`config.mk`:
```
export PLATFORM = sky130hd
export DESIGN_NAME = turn_order_grant_controller_top
export DESIGN_NICKNAME = d
export VERILOG_FILES = /design/src/rtl/core/tog_pkg.sv /design/src/rtl/core/turn_order_grant_controller_top.sv /design/src/rtl/core/tog_step.sv /design/src/rtl/core/tog_queue.sv /design/src/rtl/core/tog_seq.sv
export SDC_FILE = /design/constraint.sdc
export NUM_CORES = 1
export LEC_CHECK = 0
export BUFFER_PORTS_ARGS = -buffer_cell sky130_fd_sc_hd__buf_2
export CORE_ASPECT_RATIO = 0.9
export CORE_MARGIN = 3
export CORE_UTILIZATION = 41
export DETAILED_ROUTE_END_ITERATION = 6
export GPL_TIMING_DRIVEN = 0
export SYNTH_ARGS = -nofsm -noshare
export SYNTH_HDL_FRONTEND = slang
export SYNTH_SLANG_ARGS = --single-unit
```
`constraint.sdc`:
```
create_clock -name i_clk -period 18.3 [get_ports i_clk]
set_clock_uncertainty 0.15 [all_clocks]
set_input_delay 0.915 -clock i_clk [delete_from_list [all_inputs] [get_ports i_clk]]
set_output_delay 0.915 -clock i_clk [all_outputs]
set_load 0.05 [all_outputs]
```
`src/rtl/core/tog_pkg.sv`:
```
package tog_pkg;

    localparam int NUM_W          = 2;
    localparam int TAG_W          = 22;
    localparam int QUEUE_DEPTH_DEF = 10;
    localparam int NUM_REQUESTERS = 3;

    localparam logic [NUM_W-1:0] FIRST_TURN = NUM_W'(1);

    localparam logic REQ_ACCESS = 1'b0;
    localparam logic REQ_FINISH = 1'b1;

    typedef struct packed {
        logic [NUM_W-1:0] num;
        logic [TAG_W-1:0] tag;
    } t_entry;

    typedef struct packed {
        logic             grant_valid;
        logic [NUM_W-1:0] grant_num;
        logic [TAG_W-1:0] grant_tag;
        logic             dropped;
    } t_result;

    // Flags from the shared step unit.
    typedef struct packed {
        logic eq;
        logic lt;
    } t_step_res;

endpackage

```
`src/rtl/core/turn_order_grant_controller_top.sv`:
```
// Turn-order grant controller. Requesters 1 to 3 take turns in cyclic order; an access
// request for the current turn is granted straight away, any other request is parked in a
// waiting table of QUEUE_DEPTH entries, and a full table drops the request and flags it.
// A finished notice advances the turn, then one shared compare unit walks the table
// from its oldest entry, one entry per cycle through the table's single read port, and
// grants and removes the first match while later entries move down one place. Every
// transaction yields exactly one result. An access request goes from the decide state to the
// done state and then the output register; a finished notice scans the waiting entries between
// them. The block takes one transaction at a time, while a finished result may still wait in
// the output register.
module turn_order_grant_controller_top #(
    parameter int QUEUE_DEPTH = tog_pkg::QUEUE_DEPTH_DEF
) (
    input  logic                       i_clk,
    input  logic                       i_rst_n,
    input  logic                       i_in_valid,
    output logic                       o_in_stall,
    input  logic                       i_req_type,
    input  logic [tog_pkg::NUM_W-1:0]  i_requester_num,
    input  logic [tog_pkg::TAG_W-1:0]  i_requester_tag,
    output logic                       o_out_valid,
    input  logic                       i_out_stall,
    output logic                       o_grant_valid,
    output logic [tog_pkg::NUM_W-1:0]  o_grant_num,
    output logic [tog_pkg::TAG_W-1:0]  o_grant_tag,
    output logic                       o_dropped
);
    import tog_pkg::*;

    localparam int CNT_W = $clog2(QUEUE_DEPTH + 1);
    localparam int IDX_W = $clog2(QUEUE_DEPTH);

    t_result          result;
    logic             we;
    logic [IDX_W-1:0] waddr;
    t_entry           wdata;
    logic             re;
    logic [IDX_W-1:0] raddr;
    t_entry           rdata;
    logic [NUM_W-1:0] step_a;
    logic [NUM_W-1:0] step_b;
    logic [CNT_W-1:0] step_idx;
    logic [CNT_W:0]   step_lim;
    logic [CNT_W:0]   step_inc;
    t_step_res        step_res;

    tog_seq #(
        .QUEUE_DEPTH (QUEUE_DEPTH)
    ) u_seq (
        .i_clk           (i_clk),
        .i_rst_n         (i_rst_n),
        .i_in_valid      (i_in_valid),
        .o_in_stall      (o_in_stall),
        .i_req_type      (i_req_type),
        .i_requester_num (i_requester_num),
        .i_requester_tag (i_requester_tag),
        .o_out_valid     (o_out_valid),
        .i_out_stall     (i_out_stall),
        .o_result        (result),
        .o_we            (we),
        .o_waddr         (waddr),
        .o_wdata         (wdata),
        .o_re            (re),
        .o_raddr         (raddr),
        .i_rdata         (rdata),
        .o_step_a        (step_a),
        .o_step_b        (step_b),
        .o_step_idx      (step_idx),
        .o_step_lim      (step_lim),
        .i_step_inc      (step_inc),
        .i_step_res      (step_res)
    );

    tog_queue #(
        .QUEUE_DEPTH (QUEUE_DEPTH)
    ) u_queue (
        .i_clk   (i_clk),
        .i_we    (we),
        .i_waddr (waddr),
        .i_wdata (wdata),
        .i_re    (re),
        .i_raddr (raddr),
        .o_rdata (rdata)
    );

    tog_step #(
        .QUEUE_DEPTH (QUEUE_DEPTH)
    ) u_step (
        .i_a   (step_a),
        .i_b   (step_b),
        .i_idx (step_idx),
        .i_lim (step_lim),
        .o_inc (step_inc),
        .o_res (step_res)
    );

    assign o_grant_valid = result.grant_valid;
    assign o_grant_num   = result.grant_num;
    assign o_grant_tag   = result.grant_tag;
    assign o_dropped     = result.dropped;

endmodule

```
`src/rtl/core/tog_step.sv`:
```
module tog_step #(
    parameter int QUEUE_DEPTH = tog_pkg::QUEUE_DEPTH_DEF
) (
    input  logic [tog_pkg::NUM_W-1:0]          i_a,
    input  logic [tog_pkg::NUM_W-1:0]          i_b,
    input  logic [$clog2(QUEUE_DEPTH+1)-1:0]   i_idx,
    input  logic [$clog2(QUEUE_DEPTH+1):0]     i_lim,
    output logic [$clog2(QUEUE_DEPTH+1):0]     o_inc,
    output tog_pkg::t_step_res                 o_res
);
    import tog_pkg::*;

    localparam int CNT_W = $clog2(QUEUE_DEPTH + 1);

    // One number compare and one increment-and-bound check, shared by every step.
    assign o_inc    = {1'b0, i_idx} + (CNT_W + 1)'(1);
    assign o_res.eq = (i_a == i_b);
    assign o_res.lt = (o_inc < i_lim);

endmodule

```
`src/rtl/core/tog_queue.sv`:
```
module tog_queue #(
    parameter int QUEUE_DEPTH = tog_pkg::QUEUE_DEPTH_DEF
) (
    input  logic                             i_clk,
    input  logic                             i_we,
    input  logic [$clog2(QUEUE_DEPTH)-1:0]   i_waddr,
    input  tog_pkg::t_entry                  i_wdata,
    input  logic                             i_re,
    input  logic [$clog2(QUEUE_DEPTH)-1:0]   i_raddr,
    output tog_pkg::t_entry                  o_rdata
);
    import tog_pkg::*;

    t_entry r_mem [QUEUE_DEPTH];
    t_entry r_rdata;

    always_ff @(posedge i_clk) begin
        if (i_we) begin
            r_mem[i_waddr] <= i_wdata;
        end
        if (i_re) begin
            r_rdata <= r_mem[i_raddr];
        end
    end

    assign o_rdata = r_rdata;

endmodule

```
`src/rtl/core/tog_seq.sv`:
```
module tog_seq #(
    parameter int QUEUE_DEPTH = tog_pkg::QUEUE_DEPTH_DEF
) (
    input  logic                             i_clk,
    input  logic                             i_rst_n,
    input  logic                             i_in_valid,
    output logic                             o_in_stall,
    input  logic                             i_req_type,
    input  logic [tog_pkg::NUM_W-1:0]        i_requester_num,
    input  logic [tog_pkg::TAG_W-1:0]        i_requester_tag,
    output logic                             o_out_valid,
    input  logic                             i_out_stall,
    output tog_pkg::t_result                 o_result,
    output logic                             o_we,
    output logic [$clog2(QUEUE_DEPTH)-1:0]   o_waddr,
    output tog_pkg::t_entry                  o_wdata,
    output logic                             o_re,
    output logic [$clog2(QUEUE_DEPTH)-1:0]   o_raddr,
    input  tog_pkg::t_entry                  i_rdata,
    output logic [tog_pkg::NUM_W-1:0]        o_step_a,
    output logic [tog_pkg::NUM_W-1:0]        o_step_b,
    output logic [$clog2(QUEUE_DEPTH+1)-1:0] o_step_idx,
    output logic [$clog2(QUEUE_DEPTH+1):0]   o_step_lim,
    input  logic [$clog2(QUEUE_DEPTH+1):0]   i_step_inc,
    input  tog_pkg::t_step_res               i_step_res
);
    import tog_pkg::*;

    localparam int CNT_W = $clog2(QUEUE_DEPTH + 1);
    localparam int IDX_W = $clog2(QUEUE_DEPTH);
    localparam logic [CNT_W:0] LIM_FULL = (CNT_W + 1)'(QUEUE_DEPTH + 1);

    localparam logic [2:0] S_IDLE   = 3'd0;
    localparam logic [2:0] S_DECIDE = 3'd1;
    localparam logic [2:0] S_SCAN   = 3'd2;
    localparam logic [2:0] S_MOVE   = 3'd3;
    localparam logic [2:0] S_DONE   = 3'd4;

    logic [2:0]       r_state, n_state;
    logic [NUM_W-1:0] r_turn, n_turn;
    logic [CNT_W-1:0] r_count, n_count;
    logic [IDX_W-1:0] r_rd, n_rd;
    logic [IDX_W-1:0] r_wr, n_wr;
    logic             r_out_valid, n_out_valid;
    logic             r_kind, n_kind;
    logic [NUM_W-1:0] r_num, n_num;
    logic [TAG_W-1:0] r_tag, n_tag;
    t_result          r_res, n_res;
    t_result          r_out, n_out;

    logic             out_free;
    logic [NUM_W-1:0] turn_next;

    assign out_free  = !r_out_valid || !i_out_stall;
    assign turn_next = (r_turn == NUM_W'(NUM_REQUESTERS)) ? FIRST_TURN
                                                         : r_turn + NUM_W'(1);

    always_comb begin
        n_state     = r_state;
        n_turn      = r_turn;
        n_count     = r_count;
        n_rd        = r_rd;
        n_wr        = r_wr;
        n_kind      = r_kind;
        n_num       = r_num;
        n_tag       = r_tag;
        n_res       = r_res;
        n_out       = r_out;
        n_out_valid = r_out_valid;

        o_we       = 1'b0;
        o_waddr    = r_wr;
        o_wdata    = i_rdata;
        o_re       = 1'b0;
        o_raddr    = i_step_inc[IDX_W-1:0];
        o_step_a   = r_num;
        o_step_b   = r_turn;
        o_step_idx = r_count;
        o_step_lim = LIM_FULL;

        if (r_out_valid && !i_out_stall) begin
            n_out_valid = 1'b0;
        end

        case (r_state)
            S_IDLE: begin
                if (i_in_valid) begin
                    n_kind  = i_req_type;
                    n_num   = i_requester_num;
                    n_tag   = i_requester_tag;
                    n_state = S_DECIDE;
                end
            end
            S_DECIDE: begin
                n_res = '0;
                if (r_kind == REQ_ACCESS) begin
                    // The step unit checks the turn and whether the table has room.
                    if (i_step_res.eq) begin
                        n_res.grant_valid = 1'b1;
                        n_res.grant_num   = r_num;
                        n_res.grant_tag   = r_tag;
                    end else if (!i_step_res.lt) begin
                        n_res.dropped = 1'b1;
                    end else begin
                        o_we          = 1'b1;
                        o_waddr       = r_count[IDX_W-1:0];
                        o_wdata.num   = r_num;
                        o_wdata.tag   = r_tag;
                        n_count       = i_step_inc[CNT_W-1:0];
                    end
                    n_state = S_DONE;
                end else begin
                    n_turn = turn_next;
                    if (r_count != '0) begin
                        o_re    = 1'b1;
                        o_raddr = '0;
                        n_rd    = '0;
                        n_state = S_SCAN;
                    end else begin
                        n_state = S_DONE;
                    end
                end
            end
            S_SCAN: begin
                o_step_a   = i_rdata.num;
                o_step_idx = CNT_W'(r_rd);
                o_step_lim = {1'b0, r_count};
                if (i_step_res.eq) begin
                    n_res.grant_valid = 1'b1;
                    n_res.grant_num   = i_rdata.num;
                    n_res.grant_tag   = i_rdata.tag;
                    if (i_step_res.lt) begin
                        // Later entries move down one place, starting at the hit.
                        o_re    = 1'b1;
                        n_rd    = i_step_inc[IDX_W-1:0];
                        n_wr    = r_rd;
                        n_state = S_MOVE;
                    end else begin
                        n_count = r_count - CNT_W'(1);
                        n_state = S_DONE;
                    end
                end else if (i_step_res.lt) begin
                    o_re = 1'b1;
                    n_rd = i_step_inc[IDX_W-1:0];
                end else begin
                    n_state = S_DONE;
                end
            end
            S_MOVE: begin
                o_step_a   = i_rdata.num;
                o_step_idx = CNT_W'(r_rd);
                o_step_lim = {1'b0, r_count};
                o_we       = 1'b1;
                o_waddr    = r_wr;
                o_wdata    = i_rdata;
                n_wr       = r_rd;
                if (i_step_res.lt) begin
                    o_re = 1'b1;
                    n_rd = i_step_inc[IDX_W-1:0];
                end else begin
                    n_count = r_count - CNT_W'(1);
                    n_state = S_DONE;
                end
            end
            S_DONE: begin
                if (out_free) begin
                    n_out_valid = 1'b1;
                    n_out       = r_res;
                    n_state     = S_IDLE;
                end
            end
            default: begin
                n_state = S_IDLE;
            end
        endcase
    end

    always_ff @(posedge i_clk) begin
        if (!i_rst_n) begin
            r_state     <= S_IDLE;
            r_turn      <= FIRST_TURN;
            r_count     <= '0;
            r_out_valid <= 1'b0;
        end else begin
            r_state     <= n_state;
            r_turn      <= n_turn;
            r_count     <= n_count;
            r_out_valid <= n_out_valid;
        end
    end

    always_ff @(posedge i_clk) begin
        r_rd   <= n_rd;
        r_wr   <= n_wr;
        r_kind <= n_kind;
        r_num  <= n_num;
        r_tag  <= n_tag;
        r_res  <= n_res;
        r_out  <= n_out;
    end

    assign o_in_stall  = (r_state != S_IDLE);
    assign o_out_valid = r_out_valid;
    assign o_result    = r_out;

endmodule

```
==> metrics, run 1 <==
critical path launch point type flip-flop; largest net degree at the start of global routing 26; HP Class reg -> reg; layout cells sized above 1 0.202; Post-Syn Instances 877; Final Power 1730 uW; Fin Setup TNS 0 ps; worst r2r path cells 16; Die ar. 36800 um2; met1 Resource Use GR 0.243; Final period util 0.311; Final ANT Viol Nets 0; clk slew on worst S/H paths 60 ps; Area contributors post-synth edfxtp_1 74%, nand2_1 4.6%, mux4_2 3.8%, o211ai_1 2.7%, mux2_2 2.0%; biggest area consumer among synthesized cells edfxtp_1; syn nets 911; CTS Root Buffer Type clkbuf_16; Clock Tree Buf Depth 3; DRT iter0 DRCs 573; VDD IR max 0.0539 mV; Top Usage Layer GRT met2; GPL Wtd Cong 0.855; placed inst area 15400 um2; setup violators final 0; post_cts resized 0; Core Area 33500 um2; initial antenna violation count 0; Layout Area Growth over Synthesis 17.4%; vias in the first global route 7949; row count 63; Port Buffer Count 56; critical path required time 18360 ps; GRT Util Overall 0.168; Mapped Avg Cell Area 16.1 um2; Primary FF master, synth edfxtp_1; IO Pins 57; Tmin final 5680 ps; Setup Buffers After CTS 0; max cap viols 0; max-slew violations 0; critical path class reg -> reg; post-synth top area share 0.741; Initial Utilization 0.422; async set or reset register ratio after synthesis 0; H-tree depth 2; WHS Path Cells 0; Worst-Skew Late Latency 520 ps; antenna fix cells 0; WP data arrival 5750 ps; Worst Tran Pin Value 1020 ps; Pwr Density 104 nW/um2; met3 Use GR 0.0268; wire per inst 20.7 um; status completed; relative max-transition margin 0.313; design area 16600 um2; Post-Syn Area 14100 um2; CTS tree built; final hold violations 0; Crit Path Max Fanout 14; fin nets 1018; first-pass GRT wire length 47300 um; hold_buf cts 0; drt pass-1 iters 5; yosys warns 0; EDFF count, synth 349; final WL 30300 um; Fin Hold WS 262 ps; routing usage on met2 0.263; DRC violations left 0; clock sink total 359; Synth cell types 53; Die Ht 182 um; leakage 0.00544 uW; RSZ-0062 raised after global routing false; crit end category flip-flop; die span in x 202 um; register area share after synthesis 0.755; post-DP HPWL 20300 um; Yosys reg bits 359; fmax 176 MHz; CTS Buf Count 38; post-DR vias/cell 5.30; Fillers 2790; Via Count 7774; total gr overflow 0
-- cell families after synthesis --
group / after synthesis / share of synthesized area
mux: 76 / 0.0773
buf+inv: 57 / 0.0188
xor+xnor: 6 / 0.00372
simple gates: 250 / 0.0748
fa+ha+maj: 5 / 0.00442
flops: 359 / 0.755
compound gates: 124 / 0.0656
-- power breakdown --
| part | internal (uW) | switching [uW] | total [uW] |
|---|---|---|---|
| Combinational | 31.4 | 60.0 | 91.5 |
| Sequential | 915 | 5.79 | 921 |
| Clock | 417 | 296 | 713 |
-- metal layers --
layer,wire (um),share of wire,vias to the layer above
li1,-,-,3606
met1,14200,0.47,3919
met2,13900,0.46,193
met3,1440,0.048,56
met4,786,0.026,0
met5,0,0,-
-- cells in the mapped netlist (2+ instances only) --
library cell and n:
edfxtp_1 349, o21a_1 2, nand2b_1 4, buf_2 14, inv_1 11, nor3b_1 2, or3_1 2, a21o_1 2
nor2b_1 5, a21oi_1 14, clkbuf_1 24, xnor2_1 4, nand2_1 172, ha_1 5, a22o_1 24, nand4_1 4
dfxtp_1 10, mux2_2 25, mux4_2 24, o22ai_1 6, mux2i_1 27, o31ai_1 3, buf_1 3, o21ai_0 8
xor2_1 2, nor2_1 21, o211ai_1 51, a21boi_0 2, buf_6 3, nand3_1 31
-- worst max-delay path, stage by stage (launching register included) --
cell and delay [ps]:
dfxtp_1 340, clkbuf_1 470, mux2_2 260, buf_2 260, buf_2 420, ha_1 400, ha_1 330, nor2b_1 130
a221oi_1 320, o211ai_1 190, a221oi_4 480, and3b_1 240, buf_6 160, buf_8 150, nand2_2 100, o32ai_4 710
buf_16 240
-- path summary, 6_finish.rpt --
kind	startpoint	end	slack, ps
worst max-delay path	u_seq.r_count[0]$_SDFFE_PN0P_	u_queue.r_mem[7][8]$_DFFE_PP_	12620
worst min-delay path	u_seq.r_res[25]$_SDFFCE_PP1P_	u_seq.o_result[25]$_DFFE_PP_	260
worst max register to register	u_seq.r_count[0]$_SDFFE_PN0P_	u_queue.r_mem[7][8]$_DFFE_PP_	12620
worst min register to register	u_seq.r_res[25]$_SDFFCE_PP1P_	u_seq.o_result[25]$_DFFE_PP_	260
-- cells in the final DEF (no fill, tap or decap), types with 6 or more instances in the layout --
cell type	Yosys	final
nor2_1	21	20
a21oi_1	14	12
mux4_2	24	24
nand3_1	31	31
a22o_1	24	24
clkbuf_16	0	39
mux2_2	25	25
mux2i_1	27	27
clkinv_1	0	10
dfxtp_1	10	10
edfxtp_1	349	349
clkbuf_1	24	31
o21ai_0	8	6
buf_16	0	10
nand2_1	172	171
clkinv_2	0	7
buf_2	14	70
inv_1	11	11
o211ai_1	51	51
-- cell type report --
class	count	area (um2)	share of cell area
flip-flops and latches	359	10700	0.644
well taps	455	569	0.0343
multi-input cells	461	3350	0.202
clock inverters	21	149	0.00897
plain buffers	46	225	0.0136
repair buffers	67	576	0.0347
clock buffers	46	1000	0.0604
inverters	11	41.3	0.00249
-- state kept, by name (all words and copies together) (netlist names) --
| name | cells |
|---|---|
| u_seq.r_state | 3 |
| u_seq.r_tag | 22 |
| u_queue.r_mem | 240 |
| u_seq.r_num | 2 |
| u_seq.r_wr | 4 |
| u_seq.o_out_valid | 1 |
| u_seq.r_kind | 1 |
| u_seq.o_result | 26 |
| u_seq.o_step_b | 2 |
| u_seq.r_res | 26 |
| u_seq.r_rd | 4 |
| u_seq.r_count | 4 |
| u_queue.o_rdata | 24 |
-- metrics by stage --
| stage | setup WS [ps] | std cells | utilization |
|---|---|---|---|
| 2_1_floorplan | 12320 | 877 | - |
| 3_3_place_gp | 9850 | 1388 | 0.447 |
| 3_5_place_dp | 12680 | 1398 | 0.460 |
| 4_1_cts | 12640 | 1465 | 0.494 |
| 5_1_grt | 12260 | 1466 | 0.495 |
| 6_report | 12620 | 1466 | 0.495 |
No activity file was read; power rests on OpenSTA's default activity.
==> inputs of run 2 (changes only) <==
Clock period 18.3 ns to 5.12 ns, I/O delays scaled along.
==> run 2 against run 1 <==
  * Register-to-register slack worse by 12000 ps
  * Cell count up 2.6%
  * Critical endpoint is now u_queue.r_mem[9][8]$_DFFE_PP_
  * Total power rose to 3.6 times the previous value
  * Count of clock-buffer cells in the layout up 3
  * Final area up 3.2%
  * Sequential power rose to 3.6 times the previous value
  * Critical path depth up 1
  * First-iteration DRC count up 24%
  * Utilization up 1.6 points
==> metrics, run 2 (same netlist as run 1, synthesis figures left out) <==
status completed (unchanged); crit end category flip-flop (unchanged); CTS tree built (unchanged); post-DR vias/cell 5.34 (was 5.30); DP Cell Count 1401 (was 1398); row count 63 (unchanged); sw power 1320 uW (was 362 uW); GPL Wtd Cong 0.794 (was 0.855); Worst Setup SP u_seq.r_state[1]$_SDFFE_PN0P_ (was u_seq.r_count[0]$_SDFFE_PN0P_); Final period util 0.950 (was 0.311); GRT Util Overall 0.172 (was 0.168); most frequent cells in the layout 349 x edfxtp_1, 172 x nand2_1, 69 x buf_2, 51 x o211ai_1, 39 x clkbuf_16 (was 349 x edfxtp_1, 171 x nand2_1, 70 x buf_2, 51 x o211ai_1, 39 x clkbuf_16); critical path class reg -> reg (unchanged); antenna fix cells 0 (unchanged); switching share of power 0.210 (about the same); VDD IR max 0.211 mV (was 0.0539 mV); relative max-transition margin 0.321 (was 0.313); Worst-Skew Late Latency 520 ps (about the same); total gr overflow 0 (unchanged); storage element area 10700 um2 (about the same); combinational share of power 0.055 (was 0.053); fmax 205 MHz (was 176 MHz); Initial Utilization 0.422 (unchanged); worst r2r path cells 17 (was 16); vias in the first global route 8124 (was 7949); Crit Reg-Reg Endpoint u_queue.r_mem[9][8]$_DFFE_PP_ (was u_queue.r_mem[7][8]$_DFFE_PP_); register with the highest flop count u_queue.r_mem (unchanged); leakage 0.00568 uW (was 0.00544 uW); HP Class in -> reg (was reg -> reg); fin nets 1057 (was 1018); Final ANT Viol Nets 0 (unchanged); first-pass GRT wire length 48400 um (was 47300 um); Pwr Density 367 nW/um2 (was 104 nW/um2); final WL 31100 um (was 30300 um); critical path required time 5190 ps (was 18360 ps); die span in x 202 um (unchanged); Finished Layout Cells 1504 (was 1466); CTS Buf Count 38 (unchanged); combined area of the multi-input logic cells 3350 um2 (unchanged); drt pass-1 iters 5 (unchanged); Port Buffer Count 56 (unchanged); critical path launch point type flip-flop (unchanged); max reg flops 240 (unchanged); max-slew violations 0 (unchanged); Seq pwr share 0.523 (was 0.534); layout cells sized above 1 0.210 (was 0.202); Die ar. 36800 um2 (unchanged); Layout Area Growth over Synthesis 21.2% (was 17.4%); H-tree depth 2 (unchanged); final worst slack 254 ps (was 12620 ps); worst r2r src u_seq.r_state[1]$_SDFFE_PN0P_ (was u_seq.r_count[0]$_SDFFE_PN0P_); largest net degree at the start of global routing 26 (unchanged); Int Power 4970 uW (was 1360 uW); initial antenna violation count 0 (unchanged); max cap viols 0 (unchanged); Fin Hold WS 93.6 ps (was 262 ps); Die Ht 182 um (unchanged); DRT iter0 DRCs 709 (was 573); Clock Tree Buf Depth 3 (unchanged); Crit Path Max Fanout 14 (unchanged); power share of the clock group 0.422 (was 0.413); CTS Root Buffer Type clkbuf_16 (unchanged); clk slew on worst S/H paths 60 ps (about the same); Via Count 8033 (was 7774); placed inst area 15500 um2 (was 15400 um2); DRC violations left 0 (unchanged); RSZ-0062 raised after global routing false (unchanged); clock sink total 359 (unchanged); WP data arrival 4940 ps (was 5750 ps); post-DP HPWL 20600 um (was 20300 um); final hold violations 0 (unchanged); wire per inst 20.7 um (about the same); Critical Path Sink u_queue.r_mem[9][8]$_DFFE_PP_ (was u_queue.r_mem[7][8]$_DFFE_PP_); Tmin final 4870 ps (was 5680 ps); Worst R2R Setup Slack 250 ps (was 12620 ps); Fillers 2744 (was 2790); Worst Tran Pin Value 1010 ps (was 1020 ps); setup violators final 0 (unchanged); most common cell after layout, fill and taps aside edfxtp_1 (unchanged); Setup WS pre-CTS -600 ps (was 12680 ps); design area 17100 um2 (was 16600 um2); IO Pins 57 (unchanged); Core Area 33500 um2 (unchanged)
## run 2: final cells by class
class,count,share of cell area
well taps,455,0.0332
multi-input cells,461,0.196
clock inverters,17,0.00949
flip-flops and latches,359,0.623
repair buffers,106,0.0618
clock buffers,49,0.0603
plain buffers,46,0.0136
inverters,11,0.00241
## run 2: worst max-delay path: stages (launching register included)
cell and delay [ps]:
dfxtp_2 400, nor2b_1 140, clkbuf_2 180, mux2_2 340, buf_2 210, buf_6 200
ha_2 390, ha_1 260, nor2b_1 130, a221oi_1 320, o211ai_1 190, a221oi_4 350
and3b_1 210, buf_6 150, buf_8 150, nand4_1 240, o22ai_4 340, buf_16 190
## run 2: metrics by stage
| stage | power [uW] | TNS, ps | util |
|---|---|---|---|
| global placement | 3660 | -334230 | 0.448 |
| finish | 6290 | 0 | 0.511 |
| floorplan | 3560 | -13570 | - |
| CTS | 6360 | 0 | 0.510 |
| global route | 6500 | 0 | 0.511 |
| detailed placement | 3680 | -65610 | 0.463 |
## run 2: metal layers
layer,wire (um),part of all wire,GRT usage
met1,14000,0.45,0.245
met2,14500,0.47,0.277
met3,1820,0.058,0.0271
met4,764,0.025,0.0519
met5,0,0,0
## run 2: what timing repair did
action | 4_1_cts | 5_1_grt
endpoints found under the setup margin | 220 | 190
hold buffers | 27 | 0
pin swaps | 8 | 1
buffers inserted | 9 | 0
gates resized for setup | 1 | 5
endpoints found under the hold margin | 31 | 0
## run 2: power groups by stage
stage | Sequential [uW] | Combinational, uW | Clock, uW
floorplan | 3370 | 190 | 0
global placement | 3350 | 307 | 0
detailed placement | 3350 | 329 | 0
CTS | 3290 | 346 | 2720
global route | 3290 | 378 | 2830
finish | 3290 | 344 | 2660
## run 2: worst min path at each step
stage | startpoint | end | cells after the start
after floorplan | i_rst_n | u_seq.o_step_b[0]$_SDFFE_PN1P_ | 1
after global placement | u_seq.r_res[0]$_SDFFCE_PP0P_ | u_seq.o_result[0]$_DFFE_PP_ | 0
after detailed placement | u_seq.r_res[9]$_DFFE_PP_ | u_seq.o_result[9]$_DFFE_PP_ | 0
after CTS | i_in_valid | u_seq.r_tag[2]$_DFFE_PP_ | 3
after global routing | i_in_valid | u_seq.r_tag[2]$_DFFE_PP_ | 3
final | i_in_valid | u_seq.r_num[0]$_DFFE_PP_ | 3
==> inputs of run 3 (changes only) <==
Settings changed: CORE_ASPECT_RATIO 0.9 to unset.
==> run 3 against run 2 <==
  * Routed wire length is 2.4% lower
  * Total power is 0.70% lower
  * Combinational power hardly changed
  * Global-route usage is 0.54 points lower
  * First-iteration DRC count is 1.8% higher
  * Setup slack worse by 24 ps
  * Sequential power hardly changed
  * Non-clock buffer count is 1 lower
  * Hold slack worse by 13 ps
  * Clock power is 2% lower
  * Utilization is 0.57 points lower
  * Final area is 0.27% lower
  * Largest power group unchanged
==> metrics, run 3 (same netlist as run 1, synthesis figures left out) <==
status completed (unchanged); most common cell after layout, fill and taps aside edfxtp_1 (unchanged); antenna fix cells 0 (unchanged); fin nets 1057 (unchanged); IO Pins 57 (unchanged); Worst Tran Pin Value 1040 ps (was 1010 ps); die span in x 192 um (was 202 um); Crit Path Max Fanout 14 (unchanged); leakage 0.00564 uW (was 0.00568 uW); power share of the clock group 0.418 (was 0.422); GPL Wtd Cong 0.819 (was 0.794); Final period util 0.955 (was 0.950); Final ANT Viol Nets 0 (unchanged); storage element area 10700 um2 (unchanged); row count 67 (was 63); Finished Layout Cells 1499 (was 1504); Layout Area Growth over Synthesis 20.8% (was 21.2%); max reg flops 240 (unchanged); post-DR vias/cell 5.32 (was 5.34); CTS Buf Count 39 (was 38); largest net degree at the start of global routing 26 (unchanged); initial antenna violation count 0 (unchanged); critical path class reg -> reg (unchanged); DP Cell Count 1392 (was 1401); Seq pwr share 0.527 (was 0.523); GRT Util Overall 0.167 (was 0.172); max cap viols 0 (unchanged); Tmin final 4890 ps (was 4870 ps); H-tree depth 2 (unchanged); CTS Root Buffer Type clkbuf_16 (unchanged); post-DP HPWL 19900 um (was 20600 um); max-slew violations 0 (unchanged); DRC violations left 0 (unchanged); Int Power 4960 uW (was 4970 uW); placed inst area 15400 um2 (was 15500 um2); combined area of the multi-input logic cells 3370 um2 (was 3350 um2); Die Ht 192 um (was 182 um); Core Area 33800 um2 (was 33500 um2); switching share of power 0.207 (was 0.210); HP Class in -> reg (unchanged); Worst R2R Setup Slack 230 ps (was 250 ps); relative max-transition margin 0.302 (was 0.321); Via Count 7970 (was 8033); clk slew on worst S/H paths 60 ps (about the same); sw power 1290 uW (was 1320 uW); crit end category flip-flop (unchanged); combinational share of power 0.055 (about the same); most frequent cells in the layout 349 x edfxtp_1, 171 x nand2_1, 69 x buf_2, 51 x o211ai_1 (was 349 x edfxtp_1, 172 x nand2_1, 69 x buf_2, 51 x o211ai_1, 39 x clkbuf_16); clock sink total 359 (unchanged); Die ar. 36700 um2 (was 36800 um2); Clock Tree Buf Depth 3 (unchanged); drt pass-1 iters 5 (unchanged); Worst-Skew Late Latency 520 ps (about the same); wire per inst 20.2 um (was 20.7 um); register with the highest flop count u_queue.r_mem (unchanged); total gr overflow 0 (unchanged); VDD IR max 0.228 mV (was 0.211 mV); vias in the first global route 7955 (was 8124); DRT iter0 DRCs 722 (was 709); Fillers 2732 (was 2744); Initial Utilization 0.419 (was 0.422); CTS tree built (unchanged); layout cells sized above 1 0.205 (was 0.210); critical path launch point type flip-flop (unchanged); final hold violations 0 (unchanged); RSZ-0062 raised after global routing false (unchanged); Fin Setup TNS 0 ps (unchanged); final core utilization 0.506 (was 0.511); Pwr Density 366 nW/um2 (was 367 nW/um2); setup violators final 0 (unchanged); final WL 30400 um (was 31100 um); Port Buffer Count 56 (unchanged); fmax 204 MHz (was 205 MHz); first-pass GRT wire length 46400 um (was 48400 um); design area 17100 um2 (about the same); critical path required time 5200 ps (was 5190 ps); WP data arrival 4970 ps (was 4940 ps)
## run 3: changes by cell type in the layout (fill, tap and decap cells not counted), sizes merged
cell,before,now
buf,100,99
bufinv,3,2
clkbuf,74,83
clkinv,12,8
inv,13,12
## run 3: per-stage QoR
step	power [uW]	setup slack, ps	hold WS (ps)
after floorplan	3560	-195	195
after detailed placement	3680	-555	256
final	6250	230	80.6
after CTS	6320	41.6	81.2
after global routing	6480	60.6	101
after global placement	3660	-2040	252
## run 3: layout make-up
type                    count  area share
plain buffers              46      0.0134
clock buffers              58      0.0631
inverters                  11     0.00242
multi-input cells         461       0.197
repair buffers            105      0.0595
flip-flops and latches    359       0.625
well taps                 448      0.0328
clock inverters            11     0.00666
## run 3: repair_timing
action	CTS	global route
endpoints found under the setup margin	240	183
setup buffers	8	2
gates resized for setup	4	2
hold buffers	27	0
pin swaps	7	3
endpoints found under the hold margin	38	0
## run 3: path summary, 6_finish.rpt
path                                 startpoint                        endpoint  depth (start not counted)
setup / recovery  u_seq.r_state[1]$_SDFFE_PN0P_  u_queue.r_mem[9][19]$_DFFE_PP_                         17
setup reg to reg  u_seq.r_state[1]$_SDFFE_PN0P_  u_queue.r_mem[9][19]$_DFFE_PP_                         17
hold / removal                       i_in_valid        u_seq.r_num[1]$_DFFE_PP_                          3
hold reg to reg       u_seq.r_res[16]$_DFFE_PP_    u_seq.o_result[16]$_DFFE_PP_                          0
## run 3: worst max-delay path: stages, from the launching register on
cell	delay, ps
dfxtp_2	410
nor2b_1	150
clkbuf_2	190
mux2_2	370
buf_2	210
buf_4	240
ha_4	290
ha_1	290
nor2b_1	130
a221oi_1	300
o211ai_1	190
a221oi_4	380
and3b_1	220
buf_6	150
buf_8	150
nand4_1	230
o22ai_4	330
buf_16	190
## run 3: routing by layer
layer	part of all wire	GRT usage	wire length [um]	vias to the layer above
li1	-	-	-	3676
met1	0.44	0.228	13400	4030
met2	0.48	0.277	14700	214
met3	0.054	0.0294	1630	50
met4	0.021	0.0466	636	0
met5	0	0	0	-
## run 3: power groups by stage
stage / combinational, uW / sequential, uW / clock, uW
after floorplan: 190 / 3370 / 0
after global placement: 308 / 3350 / 0
after detailed placement: 328 / 3350 / 0
after CTS: 345 / 3290 / 2680
after global routing: 377 / 3290 / 2800
final: 344 / 3290 / 2610
